## config.mk

```make
export PLATFORM = sky130hd
export DESIGN_NAME = nrbf_ram
export DESIGN_NICKNAME = d
export VERILOG_FILES = /design/src/design/nrbf_ram.sv
export SDC_FILE = /design/constraint.sdc
export NUM_CORES = 2
export LEC_CHECK = 0
export BUFFER_PORTS_ARGS = -buffer_cell sky130_fd_sc_hd__buf_2
export CORE_MARGIN = 2
export CORE_UTILIZATION = 35
export CTS_BUF_LIST = sky130_fd_sc_hd__clkbuf_8
export CTS_CLUSTER_DIAMETER = 60
export CTS_CLUSTER_SIZE = 28
export DETAILED_ROUTE_END_ITERATION = 12
export PLACE_DENSITY = 0.48
export SYNTH_ARGS = -nofsm -noshare
export SYNTH_HDL_FRONTEND = slang
export SYNTH_SLANG_ARGS = --single-unit
```

## constraint.sdc

```tcl
create_clock -name clk -period 5 [get_ports clk]
set_input_delay 1 -clock clk [delete_from_list [all_inputs] [get_ports clk]]
set_output_delay 1 -clock clk [all_outputs]
set_load 0.1 [all_outputs]
```

## src/design/nrbf_ram.sv

```systemverilog
module nrbf_ram #(
	parameter int WIDTH = 32,
	parameter int DEPTH = 64,
	localparam int AW = $clog2(DEPTH)
) (
	input  logic             clk,
	input  logic             we,
	input  logic [AW-1:0]    waddr,
	input  logic [WIDTH-1:0] wdata,
	input  logic             re,
	input  logic [AW-1:0]    raddr,
	output logic [WIDTH-1:0] rdata_q
);

	logic [WIDTH-1:0] mem_q [DEPTH];

	always_ff @(posedge clk) begin
		if (we)
			mem_q[waddr] <= wdata;
		if (re)
			rdata_q <= mem_q[raddr];
	end

endmodule

```

==> metrics <==
status=finished, final reports clean; kind of start point of the critical path=input pin; Clock Pin Slew Worst Setup and Hold Paths=130 ps; Net Sw Frac=24.0%; Fin. Hold Viols=0; RSZ-0062 raised after global routing=false; Pint=23700 uW; dpl cells=6417; via/cell ratio=5.42; initial antenna violation count=29; root buffer cell=clkbuf_8; Post-Synthesis Mean Instance Area=23.7 um^2; Starting Density=35.1%; DIE AREA=0.229 mm^2; Worst Path Class, Setup=input pin to flop; Yosys top cell by area=edfxtp_1; Critical Path Fanout Max=45; Comb power frac=6.3%; Worst EP required=5690 ps; core area=0.224 mm^2; Synthesis Warnings=0; crit path time final=3430 ps; WL per Instance=33.3 um; Worst Tran Pin Value=1250 ps; ratio of cells with drive above 1 in the final layout=31.0%; Synth top area share=79.2%; residual DRC count=0; Detailed Place HPWL=125000 um; H-tree depth=4; vias in the first global route=37300; post-synthesis cell type count=33; first-pass GRT wire length=307000 um; setup_tns=0 ps; fillcell total=19900; TritonRoute pass-1 iters=7; Util after Layout=39.2%; Slew Limit Fails=0; area delta synth->final=11.5%; GR Overflow Total=0; total number of vias=36300; Die W=479 um; largest net degree at the start of global routing=83; Final ANT Viol Nets=0; leak pwr=0.0265 uW; I/O pin count=79; gpl congestion=0.737; CTS sink cnt=2080; Clk pwr share=31.4%; flops & latches, synth=2080; First DRT Iteration DRCs=3755; total track usage=19.4%; Clock Latency Late Sink=970 ps; Pwr Density=354 mW/mm^2; port bufs=78; Num CTS Buffers=149; Post-Syn Area=0.0788 mm^2; Rows=174; final setup vio count=0; Critical Path AT=4120 ps; WHS=681 ps; Peak VDD IR=0.000316 V; fmax=0.292 GHz; Crit. End Element=flop; # resized after CTS=0; switching pwr=7470 uW; CTS tree=done; Final period util=68.6%; relative slew slack=16.5%; Finished Layout Cells=6696; clock skew=60.3 ps; top cells by area, synth=edfxtp_1, mux4_2, mux2i_1; Synth Instances=3324; post-CTS setup buffer count=0; syn nets=3371; Vert. Die Dim=479 um; hold_buf cts=0; Reg power frac=62.3%; Max-Cap Viols=0; WL final=223000 um; Hold Path Class=input pin to flop; Clock Tree Buf Depth=3; # nets final=3623; sequential-to-total area share from yosys stat=79.2%
==> registers in the layout, indices dropped and copies added (netlist names) <==
| name | count |
|---|---|
| rdata_q | 32 |
| mem_q | 2048 |
==> layout by cell type, fill, tap and decap left out, types with 7 or more instances in the layout <==
| master | count |
|---|---|
| clkinv_8 | 11 |
| inv_6 | 19 |
| buf_4 | 173 |
| nor2_1 | 75 |
| bufinv_16 | 9 |
| clkinv_1 | 12 |
| inv_8 | 17 |
| nand2_1 | 25 |
| clkinv_4 | 9 |
| a311oi_1 | 8 |
| buf_12 | 32 |
| diode_2 | 7 |
| a21oi_1 | 62 |
| clkinvlp_4 | 19 |
| clkbuf_8 | 155 |
| a22oi_1 | 12 |
| inv_1 | 10 |
| nor2b_1 | 15 |
| buf_2 | 74 |
| mux4_2 | 544 |
| edfxtp_1 | 2080 |
| o221ai_1 | 27 |
| nor2_4 | 62 |
| clkinv_2 | 8 |
| nand2b_1 | 7 |
| mux2i_1 | 93 |
| o22ai_1 | 84 |
==> critical path, stage by stage <==
cell,delay [ps]
buf_8,540
buf_12,280
buf_4,280
buf_4,230
mux4_2,500
o22ai_1,230
nor2_1,60
a21oi_1,770
nor2_1,100
==> cells in the mapped netlist <==
master / number
a31oi_1: 1
or3_1: 3
a41o_1: 4
nor2_1: 137
and3_1: 4
nand4b_1: 1
buf_2: 57
clkbuf_1: 74
or2_0: 1
nand3b_1: 5
edfxtp_1: 2080
or3b_2: 3
o221ai_1: 27
nand3_1: 5
buf_1: 21
or2_1: 1
and2_1: 2
nand4_1: 2
o22ai_1: 84
a21oi_1: 62
o32ai_1: 4
buf_4: 25
nor2b_1: 15
nand2b_1: 8
a311oi_1: 8
mux2i_1: 93
a22oi_1: 12
mux4_2: 544
or3b_1: 2
nor3_1: 7
buf_6: 5
or2_2: 1
nand2_1: 26
==> kinds of logic (layout without fill, tap and decap cells) <==
| family | Yosys count | in the layout | synth area share, % |
|---|---|---|---|
| other | 0 | 7 | 0 |
| AND/OR/NAND/NOR | 223 | 223 | 1.26 |
| multiplexers | 637 | 637 | 16.7 |
| AO/OA/AOI/OAI | 202 | 202 | 1.67 |
| flip-flops | 2080 | 2080 | 79.2 |
| buffers and inverters | 182 | 555 | 1.12 |
==> power groups by stage <==
stage               Sequential (uW)  Combinational [uW]  Clock, uW
floorplan                     19900                 939          0
global placement              19800                2000          0
detailed placement            19800                2010          0
CTS                           19400                2010      10100
global route                  19400                2080      10700
finish                        19400                1960       9770
==> area by class of cell <==
cell class	count	area, um^2	area share, %
repair buffers	283	2370	2.69
diodes	7	17.5	0.0199
well taps	2992	3740	4.26
multi-input cells	1062	16000	18.2
clock inverters	117	1200	1.37
flip-flops and latches	2080	62500	71.1
clock buffers	155	2130	2.43
==> through the flow <==
| stage | worst slack [ps] | cell area [um^2] | total power [uW] |
|---|---|---|---|
| 2_1_floorplan | 840 | 78800 | 20900 |
| 3_3_place_gp | 465 | 84500 | 21800 |
| 3_5_place_dp | 460 | 84500 | 21800 |
| 4_1_cts | 1540 | 87900 | 31500 |
| 5_1_grt | 1580 | 87900 | 32100 |
| 6_report | 1570 | 87900 | 31100 |
==> layer usage <==
layer	up-vias	track usage, %	part of all wire (%)
met3	276	3.14	5.7
met4	12	5.70	2.9
met5	-	0	0.038
li1	14800	-	-
met2	1093	31.7	49
met1	20100	26.8	43
==> final timing paths <==
| path | cells after the start | endpoint | slack (ps) | startpoint |
|---|---|---|---|---|
| min | 2 | mem_q[33][11] | 680 | wdata[11] |
| max reg2reg | 4 | rdata_q[21] | 2430 | mem_q[31][21] |
| max | 9 | rdata_q[22] | 1570 | raddr[0] |
| min reg2reg | 4 | rdata_q[20] | 860 | mem_q[29][20] |
(Power assumes the default switching activity.)
