==> src/design/nrbf_pkg.sv <==
package nrbf_pkg;

	localparam int GRID_0_DEF    = 8;
	localparam int GRID_1_DEF    = 8;
	localparam int OUT_DIMS_DEF  = 2;
	localparam int EXP_DEPTH_DEF = 1024;

	// shared multiplier: signed operands, wide enough for 33-bit unsigned values
	localparam int MUL_W  = 34;
	localparam int PROD_W = 2 * MUL_W;

	// center position and point-to-center distance, signed Q8.8 with grid headroom
	localparam int CEN_W = 24;

	localparam int CFG_IDX_W  = 3;
	localparam int CFG_DATA_W = 16;

	// exponent argument limit: q >= 2^29 (Q24.24) means the feature underflows
	localparam logic [29:0] Q_LIMIT = 30'h2000_0000;

	typedef enum logic [1:0] {
		ACT_EVAL      = 2'd0,
		ACT_UPDATE    = 2'd1,
		ACT_CLR_ALL   = 2'd2,
		ACT_CLR_TRACE = 2'd3
	} action_t;

	typedef enum logic [CFG_IDX_W-1:0] {
		REG_LOW_0       = 3'd0,
		REG_LOW_1       = 3'd1,
		REG_STEP_0      = 3'd2,
		REG_STEP_1      = 3'd3,
		REG_INV_VAR_0   = 3'd4,
		REG_INV_VAR_1   = 3'd5,
		REG_LEARN_RATE  = 3'd6,
		REG_TRACE_DECAY = 3'd7
	} cfg_reg_t;

	// |d| clamped to 15 bits; anything past 32767 squares beyond the limit anyway
	function automatic logic [14:0] mag15(input logic signed [CEN_W-1:0] d);
		logic [CEN_W-1:0] m;
		m = d[CEN_W-1] ? CEN_W'(-d) : CEN_W'(d);
		return (m > CEN_W'(32767)) ? 15'h7FFF : m[14:0];
	endfunction

	function automatic logic [29:0] clamp_q(input logic signed [PROD_W-1:0] p);
		return (p >= $signed({{(PROD_W-30){1'b0}}, Q_LIMIT})) ? Q_LIMIT : p[29:0];
	endfunction

	function automatic logic signed [31:0] sat32(input logic signed [PROD_W-1:0] v);
		logic [PROD_W-32:0] hi;
		hi = v[PROD_W-1:31];
		if (hi == '0 || hi == '1)
			return v[31:0];
		return v[PROD_W-1] ? 32'sh8000_0000 : 32'sh7FFF_FFFF;
	endfunction

endpackage

==> src/design/nrbf_mul.sv <==
module nrbf_mul (
	input  logic                                clk,
	input  logic signed [nrbf_pkg::MUL_W-1:0]   a,
	input  logic signed [nrbf_pkg::MUL_W-1:0]   b,
	output logic signed [nrbf_pkg::PROD_W-1:0]  prod_q
);
	import nrbf_pkg::*;

	always_ff @(posedge clk) begin
		prod_q <= a * b;
	end

endmodule

==> config.mk <==
export PLATFORM = sky130hd
export DESIGN_NAME = nrbf_mul
export DESIGN_NICKNAME = d
export VERILOG_FILES = /design/src/design/nrbf_pkg.sv /design/src/design/nrbf_mul.sv
export SDC_FILE = /design/constraint.sdc
export NUM_CORES = 2
export LEC_CHECK = 0
export BUFFER_PORTS_ARGS = -buffer_cell sky130_fd_sc_hd__buf_2
export CORE_MARGIN = 5
export CORE_UTILIZATION = 60
export CTS_CLUSTER_SIZE = 16
export DETAILED_ROUTE_END_ITERATION = 7
export GPL_ROUTABILITY_DRIVEN = 0
export PLACE_DENSITY = 0.9
export SETUP_SLACK_MARGIN = 0.2
export SYNTH_ARGS = -nofsm -noshare
export SYNTH_HDL_FRONTEND = slang
export SYNTH_SLANG_ARGS = --single-unit
==> constraint.sdc <==
create_clock -name clk -period 8.1 [get_ports clk]
set_clock_uncertainty 0.05 [all_clocks]
set_input_delay 0.405 -clock clk [delete_from_list [all_inputs] [get_ports clk]]
set_output_delay 0.405 -clock clk [all_outputs]
set_load 0.005 [all_outputs]
==> impl_metrics.yaml <==
finish:
  nets: 6161
  nFillCells: 5007
  top_register: "prod_q"
  reg_top3: "prod_q: 68 flops"
  drive_above_1_share: 0.07955
  largest_reg_flops: 68
  area_delta_synth_final_pct: 6.645
floorplanning:
  pin_count: 137
  dieArea_um2: 77170
  fp.dieH_um: 277.8
  die_x_um: 277.8
  coreArea_um2: 71360
  num_rows: 98
  start_util: 0.6029
timing:
  hold_viol: 0
  fin_crit_ps: 7753
  drv_slew: 0
  finalSetupViolCount: 0
  hold_ws_ps: 494.5
  min_period_over_period: 0.9572
  max_slew_margin: 0.2615
  rsz0062_at_grt: "no"
  tightestPinTransition_ps: 1107
  fmax_mhz: 129.0
critical_path:
  crit_path_end_kind: "flip-flop"
  slowest_delay_ps: 670
  critical-path-slowest-cell: "fa_2"
  required_ps: 8390
  critPathLaunchType: "input pin"
  crit_start: "a[33]"
  worstPathArrival_ps: 8040
  crit_fanout: 12
  critPathKind: "in2reg"
synthesis:
  synth_area_um2: 43030
  syn_inst: 4554
  synth.area.top_cells: "fa_1 58%, inv_1 11%, and2_1 9.0%"
  yosysWarnings: 0
  netlist.area_leader.share: 0.5774
  synth_area_per_cell_um2: 9.448
  ys_seq_elements: 68
  async_flop_share: 0
  synth_top_cell_by_area: "fa_1"
  synth.most_common_cell: "fa_1"
  syn_nets: 6068
  synth_edf_count: 0
  synthFlopType: "dfxtp_1"
  synth_cell_types: 69
  yosysSeqAreaShare: 0.03164
  netlist_top_cells_count: "1241 x fa_1, 1231 x inv_1, 621 x and2_1"
route:
  drtPass1Iterations: 8
  wire_per_inst_um: 21.27
  drc: 4
  vias: 32280
  drt.antenna.violating_nets: 0
  drt_wl_total_um: 119300
  vias_per_cell: 5.757
  first_iter_violations: 3035
clock_tree:
  postCtsHoldBufs: 0
  cts_buffer_depth: 2
  clock_sinks: 68
  cts_buffers: 9
  root_buffer: "clkbuf_16"
  path_clk_slew_ps: 70
  cts_max_level: 3
  cts_tree: "done"
global_routing:
  grt_pass1_vias: 37520
  gr-usage-all-layers: 0.3175
  grt_pass1_wl_um: 192700
  antenna_found_initial: 10
  grt_remaining_overflow: 0
  grt_max_degree: 32
job:
  drv_cap: 0
place:
  place_hpwl_um: 99750
  io_buffers: 136
run_status:
  violations: "DRC"
  run_status: "complete, but fails checks"
hold_path:
  hp-start: "b[1]"
  hold_class: "in2reg"
timing repair:
item                       4_1_cts  5_1_grt
resized for setup                0       74
hold endpoints to repair         0        0
setup buffers                    0        2
setup endpoints to repair        0       18
layer usage:
metal | vias to the layer above | wire (um) | global-route usage
met4 | 8 | 11410 | 0.2344
li1 | 12980 | - | -
met5 | - | 51 | 0
met1 | 16280 | 37250 | 0.3598
met3 | 784 | 12390 | 0.07103
met2 | 2232 | 58170 | 0.5288
cells by family (layout without fill, tap and decap cells):
| family | Yosys count | in the layout | share of synthesized area |
|---|---|---|---|
| other | 0 | 7 | 0 |
| and+or+nand+nor | 1296 | 1296 | 0.1537 |
| xor gates and xnor gates | 79 | 79 | 0.01608 |
| AOI/OAI and AO/OA | 206 | 206 | 0.03347 |
| DFF | 68 | 68 | 0.03164 |
| buffers and inverters | 1460 | 1557 | 0.1284 |
| adders and majority gates | 1445 | 1445 | 0.6367 |
area by class of cell:
cell class              count  area (um^2)  share of cell area
multi-input cells        3026        36220              0.7893
inverters                1232         4624              0.1008
repair buffers            310         2208             0.04813
flip-flops and latches     68         1361             0.02967
well taps                 950         1189             0.02590
clock buffers               9        225.2            0.004908
clock inverters             6        42.54           0.0009271
diodes                      7        17.52           0.0003817
final timing paths:
| kind | cells past startpoint | endpoint | slack (ps) |
|---|---|---|---|
| setup / recovery | 28 | prod_q[65]$_DFF_P_ | 350 |
| hold / removal | 3 | prod_q[1]$_DFF_P_ | 490 |
cells in the final DEF (no fill, tap or decap), types with 4 or more instances in the layout:
cell type / Yosys / final
a211oi_1: 6 / 6
a21o_1: 37 / 37
a21oi_1: 61 / 60
a31oi_1: 7 / 6
and2_1: 621 / 620
and3_1: 5 / 5
buf_12: 0 / 7
buf_2: 2 / 100
buf_4: 4 / 170
buf_6: 1 / 7
clkbuf_16: 0 / 10
clkbuf_4: 1 / 25
dfxtp_1: 68 / 68
diode_2: 0 / 7
fa_1: 1241 / 1235
fa_2: 0 / 6
ha_1: 204 / 201
inv_1: 1231 / 1231
nand2_1: 542 / 542
nand2b_1: 20 / 20
nand3_1: 11 / 11
nand4_1: 11 / 11
nor2_1: 54 / 54
nor2b_1: 9 / 9
nor3_1: 5 / 5
o21a_1: 4 / 4
o21ai_0: 31 / 30
o21ai_1: 7 / 8
o21bai_1: 12 / 12
or2_2: 4 / 4
xnor2_1: 56 / 56
xor2_1: 23 / 23
critical path: cells and delay by family:
family	cells	cell delay (ps)
adders and majority gates	9	4540
AOI/OAI and AO/OA	6	1470
buffers and inverters	9	870
and+or+nand+nor	3	570
xor gates and xnor gates	1	150
through the flow:
stage               instances  utilization  setup slack, ps  area (um^2)  TNS, ps
floorplan                4554            -            367.5        43030        0
global placement         5583       0.6356            73.93        45360        0
detailed placement       5583       0.6356           -123.0        45360   -277.1
CTS                      5598       0.6393            282.3        45630        0
global route             5604       0.6429            82.50        45880        0
finish                   5608       0.6430            346.7        45890        0
Power is not shown: default switching activity piles up to over one toggle a cycle in this logic, so the estimate is an artifact.
