File: src/design/nrbf_div.sv
module nrbf_div #(
	parameter int TOTW = 22
) (
	input  logic            clk,
	input  logic            arst_n,
	input  logic            start,
	input  logic [TOTW-1:0] divisor,
	output logic            done_q,
	output logic [32:0]     quot_q
);

	// floor(2^32 / divisor), one quotient bit per cycle
	logic            busy_q;
	logic [5:0]      cnt_q;
	logic [TOTW-1:0] dvs_q;
	logic [TOTW-1:0] rem_q;
	logic [TOTW:0]   sh;
	logic            fits;

	assign sh   = {rem_q, cnt_q == 6'd33};
	assign fits = sh >= {1'b0, dvs_q};

	always_ff @(posedge clk or negedge arst_n) begin
		if (!arst_n) begin
			busy_q <= 1'b0;
			cnt_q  <= '0;
			done_q <= 1'b0;
		end else begin
			done_q <= busy_q && cnt_q == 6'd1;
			if (start) begin
				busy_q <= 1'b1;
				cnt_q  <= 6'd33;
			end else if (busy_q) begin
				cnt_q <= cnt_q - 6'd1;
				if (cnt_q == 6'd1)
					busy_q <= 1'b0;
			end
		end
	end

	always_ff @(posedge clk) begin
		if (start) begin
			dvs_q  <= divisor;
			rem_q  <= '0;
			quot_q <= '0;
		end else if (busy_q) begin
			rem_q  <= fits ? TOTW'(sh - {1'b0, dvs_q}) : sh[TOTW-1:0];
			quot_q <= {quot_q[31:0], fits};
		end
	end

endmodule

File: config.mk
export PLATFORM = sky130hd
export DESIGN_NAME = nrbf_div
export DESIGN_NICKNAME = d
export VERILOG_FILES = /design/src/design/nrbf_div.sv
export SDC_FILE = /design/constraint.sdc
export NUM_CORES = 1
export LEC_CHECK = 0
export BUFFER_PORTS_ARGS = -buffer_cell sky130_fd_sc_hd__buf_2
export CORE_ASPECT_RATIO = 0.5
export CORE_MARGIN = 2
export CORE_UTILIZATION = 58
export DETAILED_ROUTE_END_ITERATION = 16
export GPL_TIMING_DRIVEN = 0
export PLACE_DENSITY = 0.83
export SYNTH_ARGS = -nofsm -noshare
export SYNTH_HDL_FRONTEND = slang
export SYNTH_SLANG_ARGS = --single-unit
File: constraint.sdc
create_clock -name clk -period 4 [get_ports clk]
set_input_delay 0 -clock clk [delete_from_list [all_inputs] [get_ports clk]]
set_output_delay 0 -clock clk [all_outputs]
set_load 0.05 [all_outputs]
==> results of run 1 <==
## state kept, by name, summed over array words and instances, names as in the netlist
signal	flops
quot_q	33
dvs_q	22
done_q	1
rem_q	22
busy_q	1
cnt_q	6
## stage by stage
step | power, mW | cells | area (um^2)
floorplan | 2.397 | 465 | 4454
CTS | 3.541 | 658 | 5373
global route | 3.797 | 658 | 5373
finish | 3.574 | 658 | 5373
detailed placement | 2.719 | 619 | 4865
global placement | 2.683 | 619 | 4865
## per-layer routing
| layer | global-route usage | wire length, um | vias to the layer above |
|---|---|---|---|
| li1 | - | - | 1852 |
| met1 | 0.3398 | 4860 | 1757 |
| met2 | 0.4138 | 4572 | 142 |
| met3 | 0.1036 | 913 | 11 |
| met4 | 0.06593 | 138 | 0 |
| met5 | 0 | 0 | - |
## cell usage in the layout, fill, tap and decap left out, drive strengths merged, types with 3 or more instances in the layout
| cell | n |
|---|---|
| dfxtp | 55 |
| nor4 | 4 |
| edfxtp | 22 |
| mux2i | 43 |
| nor3 | 4 |
| nand4 | 4 |
| a211oi | 20 |
| and2 | 6 |
| nand2 | 24 |
| ha | 24 |
| a32oi | 3 |
| o21bai | 3 |
| a211o | 3 |
| o211ai | 3 |
| nand3 | 8 |
| nor2b | 3 |
| a311oi | 4 |
| nand2b | 5 |
| nor2 | 70 |
| xor2 | 6 |
| dlygate4sd3 | 23 |
| o31ai | 3 |
| o21ai | 13 |
| inv | 33 |
| and3 | 6 |
| clkbuf | 31 |
| dfrtp | 8 |
| a21o | 9 |
| or4 | 3 |
| buf | 62 |
| a21oi | 21 |
| xnor2 | 11 |
## final timing paths
kind / to / slack [ns]
min reg2reg: rem_q[21]$_SDFFE_PP0P_ / 0.47
max: rem_q[20]$_SDFFE_PP0P_ / 0.46
min in group clk: dvs_q[12]$_DFFE_PP_ / 0.21
max reg2reg: rem_q[20]$_SDFFE_PP0P_ / 0.46
min: cnt_q[1]$_DFFE_PN0P_ / 0.04
max in group asynchronous: done_q$_DFF_PN0_ / 3.80
## kinds of logic after synthesis
group           share of synthesized area
compound gates                     0.1508
xor+xnor                          0.03343
fa+ha+maj                         0.07191
buf+inv                           0.05112
flops                              0.4404
mux                                0.1017
simple gates                       0.1506
## area by class of cell
type / instances / area [um^2]
multi-input cells: 326 / 2265
clock buffers: 12 / 246.5
plain buffers: 23 / 111.4
clock inverters: 4 / 31.28
flip-flops and latches: 85 / 1962
fillers: 535 / 2004
repair buffers: 81 / 520.5
inverters: 31 / 116.4
well taps: 96 / 120.1
## power by group through the flow
stage	Combinational, mW	Clock (mW)	Sequential (mW)
2_1_floorplan	1.22	0	1.18
3_3_place_gp	1.52	0	1.16
3_5_place_dp	1.55	0	1.17
4_1_cts	1.59	0.800	1.15
5_1_grt	1.78	0.842	1.17
6_report	1.62	0.795	1.15
## what timing repair did
action                     4_1_cts  5_1_grt
hold buffers                    23        0
setup endpoints to repair        0        0
hold endpoints to repair        30        0
==> flow_summary.json, run 1 <==
{
  "port_buffers": 58,
  "grt_max_degree": 27,
  "clk_latency_ns": 0.35,
  "crit_slowest_cell": "or4_1",
  "drc": 0,
  "crit_buf_inv": 1,
  "hold_viol": 0,
  "start_util": 0.6038,
  "crit_start": "cnt_q[1]$_DFFE_PN0P_",
  "dp_hpwl_um": 6942,
  "fin_skew_ns": 0.006731,
  "critical_path.max_fanout": 7,
  "seq_area_frac_synth": 0.4404,
  "max_stage_delay_ns": 0.49,
  "worstSetupPathType": "reg -> reg",
  "ctsResizeCount": 0,
  "fmax_mhz": 282.8,
  "syn_avg_cell_area_um2": 9.579,
  "crit_path_cell_trace": "inv_1 > ha_1 > nor4b_1 > nand2_1 > ha_1 > fa_1 > nor2b_1 > o211ai_1 > a41oi_1 > o21ai_1 > or4_1 > nand4_1 > a311oi_2",
  "cellPowerDensity_nw_per_um2": 665.2,
  "grt_setup_unrepaired": "no",
  "post-place-ws_ns": 0.5767,
  "postRouteWirelength_um": 10480,
  "async_reset_ff_frac": 0.09412,
  "power_frac_comb": 0.454,
  "netlist.area_leader.share": 0.2472,
  "postRouteAntennaNets": 0,
  "seqPwrFrac": 0.323,
  "drt_iter0_drc": 218,
  "grt_pass1_vias": 3505,
  "finalWorstSetupSlack_ns": 0.4641,
  "required_ns": 4.19,
  "setup_tns_ns": 0,
  "die_w_um": 127.9,
  "synth_top_cells_by_area": "dfxtp_1, edfxtp_1, mux2i_1",
  "clk_path_buf_depth": 2,
  "slew_violations": 0,
  "antenna_found_initial": 0,
  "critical_path_arrival_ns": 3.73,
  "grt_usage": 0.2620,
  "whs_ns": 0.03977,
  "cts_tree": "done",
  "viasPerCell": 5.717,
  "core_um2": 7377,
  "numCtsBuffers": 9,
  "status": "finished clean",
  "die_area_um2": 8439,
  "place_congestion": 0.9083,
  "yosysMostFrequentCell": "nor2_1",
  "grt_overflow": 0,
  "synth_edf_count": 22,
  "synth_area_um2": 4454,
  "reg2regPathDepth": 13,
  "relSlewSlack": 0.5205,
  "start_kind": "register",
  "die_y_um": 65.97,
  "yosys.area.top_type": "dfxtp_1",
  "synth_common_cells": "nor2_1, dfxtp_1, mux2i_1",
  "ys.flop_type": "dfxtp_1",
  "postSynthCellCount": 465,
  "nets": 607,
  "ys_ff_latch": 85,
  "setup_viol": 0,
  "post_cts_buffers": 0,
  "cap_violations": 0,
  "area_growth_pct": 20.62,
  "swShare": 0.3908,
  "fin_crit_ns": 3.536,
  "path_clk_slew_ns": 0.06,
  "worst_pin_slew_ns": 0.7193,
  "syn_nets": 515,
  "dr.pass1.iters": 6,
  "grt_pass1_wl_um": 16920,
  "cp.depth": 13,
  "yosys.cell_types.count": 58,
  "period_share": 0.8840,
  "rows": 22,
  "p_leak_nw": 2.585,
  "drive_above_1_share": 0.1477,
  "root_buffer": "clkbuf_16",
  "max-vdd-ir-drop_v": 0.0003413,
  "crit_top_cell": "ha_1",
  "cts-htree-levels": 3,
  "power.share.clock": 0.222,
  "timing.rr.start": "cnt_q[1]$_DFFE_PN0P_",
  "avgRoutedWirePerCell_um": 15.93,
  "cts_sinks": 85,
  "p_sw_mw": 1.397,
  "p_int_mw": 2.177,
  "worst_path_dominant_cell_family": "simple AND/OR/NAND/NOR gates",
  "end_kind": "register",
  "hp-class": "in -> async",
  "yosys_warnings": 0,
  "fin_util": 0.7283,
  "vias": 3762,
  "io_pins": 59,
  "n_antenna_cell": 0
}
Note: power is estimated with default switching activity, not from simulation.
==> inputs of run 2 (changes only) <==
--- a/config.mk
+++ b/config.mk
@@ -7,7 +7,6 @@
 export LEC_CHECK = 0
 export BUFFER_PORTS_ARGS = -buffer_cell sky130_fd_sc_hd__buf_2
 export CORE_ASPECT_RATIO = 0.5
-export CORE_MARGIN = 2
 export CORE_UTILIZATION = 58
 export DETAILED_ROUTE_END_ITERATION = 16
 export GPL_TIMING_DRIVEN = 0
==> run 2 against run 1 <==
Non-clock buffer count stayed put. Via count shrank 0.69%. Global-route usage rose by 0.22 points. Largest power group unchanged.
==> flow_summary.json, run 2 (same netlist as run 1, synthesis figures left out) <==
{
  "drc": 0,
  "grt_pass1_wl_um": 16660,
  "fillers": 546,
  "area_growth_pct": 21.04,
  "postRouteWirelength_um": 10160,
  "clk_path_buf_depth": 2,
  "fin_crit_ns": 3.550,
  "finalWorstSetupSlack_ns": 0.4504,
  "slew_violations": 0,
  "max_stage_delay_ns": 0.48,
  "numCtsBuffers": 9,
  "final_cell_mix": "nor2_1, buf_2, dfxtp_1, mux2i_1, inv_1",
  "crit_path_cell_trace": "inv_1 > ha_1 > nor4b_1 > nand2_1 > ha_1 > fa_1 > nor2b_1 > o211ai_1 > a41oi_1 > o21ai_1 > or4_1 > nand4_1 > a311oi_2",
  "swShare": 0.3874,
  "cap_violations": 0,
  "io_pins": 59,
  "fin_util": 0.7308,
  "antenna_found_initial": 0,
  "end_kind": "register",
  "dr.pass1.iters": 5,
  "start_kind": "register",
  "fmax_mhz": 281.7,
  "grt_usage": 0.2642,
  "n_antenna_cell": 0,
  "regMostFlops": "quot_q",
  "dp_cells": 619,
  "vias": 3736,
  "grt_max_degree": 27,
  "port_buffers": 58,
  "dp_hpwl_um": 7000,
  "drt_iter0_drc": 255,
  "cts_sinks": 85,
  "post_cts_buffers": 0,
  "fin_skew_ns": 0.01164,
  "required_ns": 4.19,
  "avgRoutedWirePerCell_um": 15.47,
  "power.share.clock": 0.230,
  "place_congestion": 0.9046,
  "viasPerCell": 5.686,
  "setup_tns_ns": 0,
  "nets": 607,
  "hold_viol": 0,
  "die_y_um": 63.97,
  "worst_pin_slew_ns": 0.6860,
  "layout_commonest_cell": "nor2_1",
  "ctsResizeCount": 0,
  "critical_path_arrival_ns": 3.74,
  "crit_slowest_cell": "or4_1",
  "largest_reg_flops": 33,
  "post-place-ws_ns": 0.5858,
  "start_util": 0.6038,
  "cts-htree-levels": 3,
  "crit_top_cell": "ha_1",
  "grt_pass1_vias": 3501,
  "drive_above_1_share": 0.1497,
  "period_share": 0.8874,
  "p_int_mw": 2.202,
  "postRouteAntennaNets": 0,
  "critical_path.max_fanout": 7,
  "place_area_um2": 4865,
  "status": "finished clean",
  "worstSetupPathType": "reg -> reg",
  "die_area_um2": 8055,
  "fin_cells": 657,
  "die_w_um": 125.9,
  "setup_viol": 0,
  "fin_area_um2": 5391,
  "cellPowerDensity_nw_per_um2": 666.7,
  "seqPwrFrac": 0.321,
  "core_um2": 7377,
  "hp-class": "in -> async",
  "power_mw": 3.594,
  "power_frac_comb": 0.449,
  "ctsHoldBuffers": 23,
  "p_sw_mw": 1.393,
  "rows": 22,
  "largestRegisters": "quot_q (33), dvs_q (22), rem_q (22)",
  "whs_ns": 0.01677,
  "grt_setup_unrepaired": "no",
  "p_leak_nw": 2.597,
  "relSlewSlack": 0.5426,
  "path_clk_slew_ns": 0.06,
  "cts_tree": "done",
  "root_buffer": "clkbuf_16",
  "grt_overflow": 0,
  "max-vdd-ir-drop_v": 0.0002692,
  "clk_latency_ns": 0.34
}
[run 2: cell count changes in the layout (fill, tap and decap cells not counted), sizes merged]
| cell | change |
|---|---|
| clkbuf | -2 |
| clkinv | -2 |
| inv | +3 |
[run 2: layer usage]
| metal | track usage | wire [um] | part of all wire | vias to the layer above |
|---|---|---|---|---|
| met5 | 0 | 0 | 0 | - |
| met2 | 0.4240 | 4496 | 0.44 | 131 |
| met4 | 0.08584 | 153 | 0.015 | 0 |
| met3 | 0.06784 | 652 | 0.064 | 16 |
| li1 | - | - | - | 1855 |
| met1 | 0.3510 | 4859 | 0.48 | 1734 |
[run 2: final timing paths]
kind	end	cells after the start	start	slack (ns)
max	rem_q[20]$_SDFFE_PP0P_	13	cnt_q[1]$_DFFE_PN0P_	0.45
min	cnt_q[5]$_DFFE_PN0P_	2	arst_n	0.02
max reg2reg	rem_q[20]$_SDFFE_PP0P_	13	cnt_q[1]$_DFFE_PN0P_	0.45
min reg2reg	rem_q[21]$_SDFFE_PP0P_	2	rem_q[21]$_SDFFE_PP0P_	0.49
max in group asynchronous	cnt_q[1]$_DFFE_PN0P_	2	arst_n	3.82
min in group clk	dvs_q[13]$_DFFE_PP_	1	start	0.20
[run 2: final cells by class]
class / instances / area [um^2] / share of cell area
buffer: 23 / 111.4 / 0.02065
clock buffer: 10 / 250.2 / 0.04641
clock inverter: 5 / 46.29 / 0.008587
inverter: 31 / 116.4 / 0.02158
multi-input combinational: 326 / 2265 / 0.4201
sequential: 85 / 1962 / 0.3639
tap: 96 / 120.1 / 0.02228
timing repair buffer: 81 / 520.5 / 0.09654
[run 2: power groups by stage]
stage               clock (mW)  sequential, mW  combinational, mW
floorplan                    0            1.18               1.22
global placement             0            1.16               1.52
detailed placement           0            1.17               1.56
CTS                      0.841            1.15               1.59
global route             0.873            1.17               1.77
finish                   0.827            1.15               1.61
[run 2: critical path, delay by kind of cell (launching register included)]
family,cells,cell delay [ns]
adders and majority gates,3,0.80
AOI/OAI and AO/OA,4,0.82
DFF,1,0.39
and+or+nand+nor,5,1.31
buffers and inverters,1,0.08
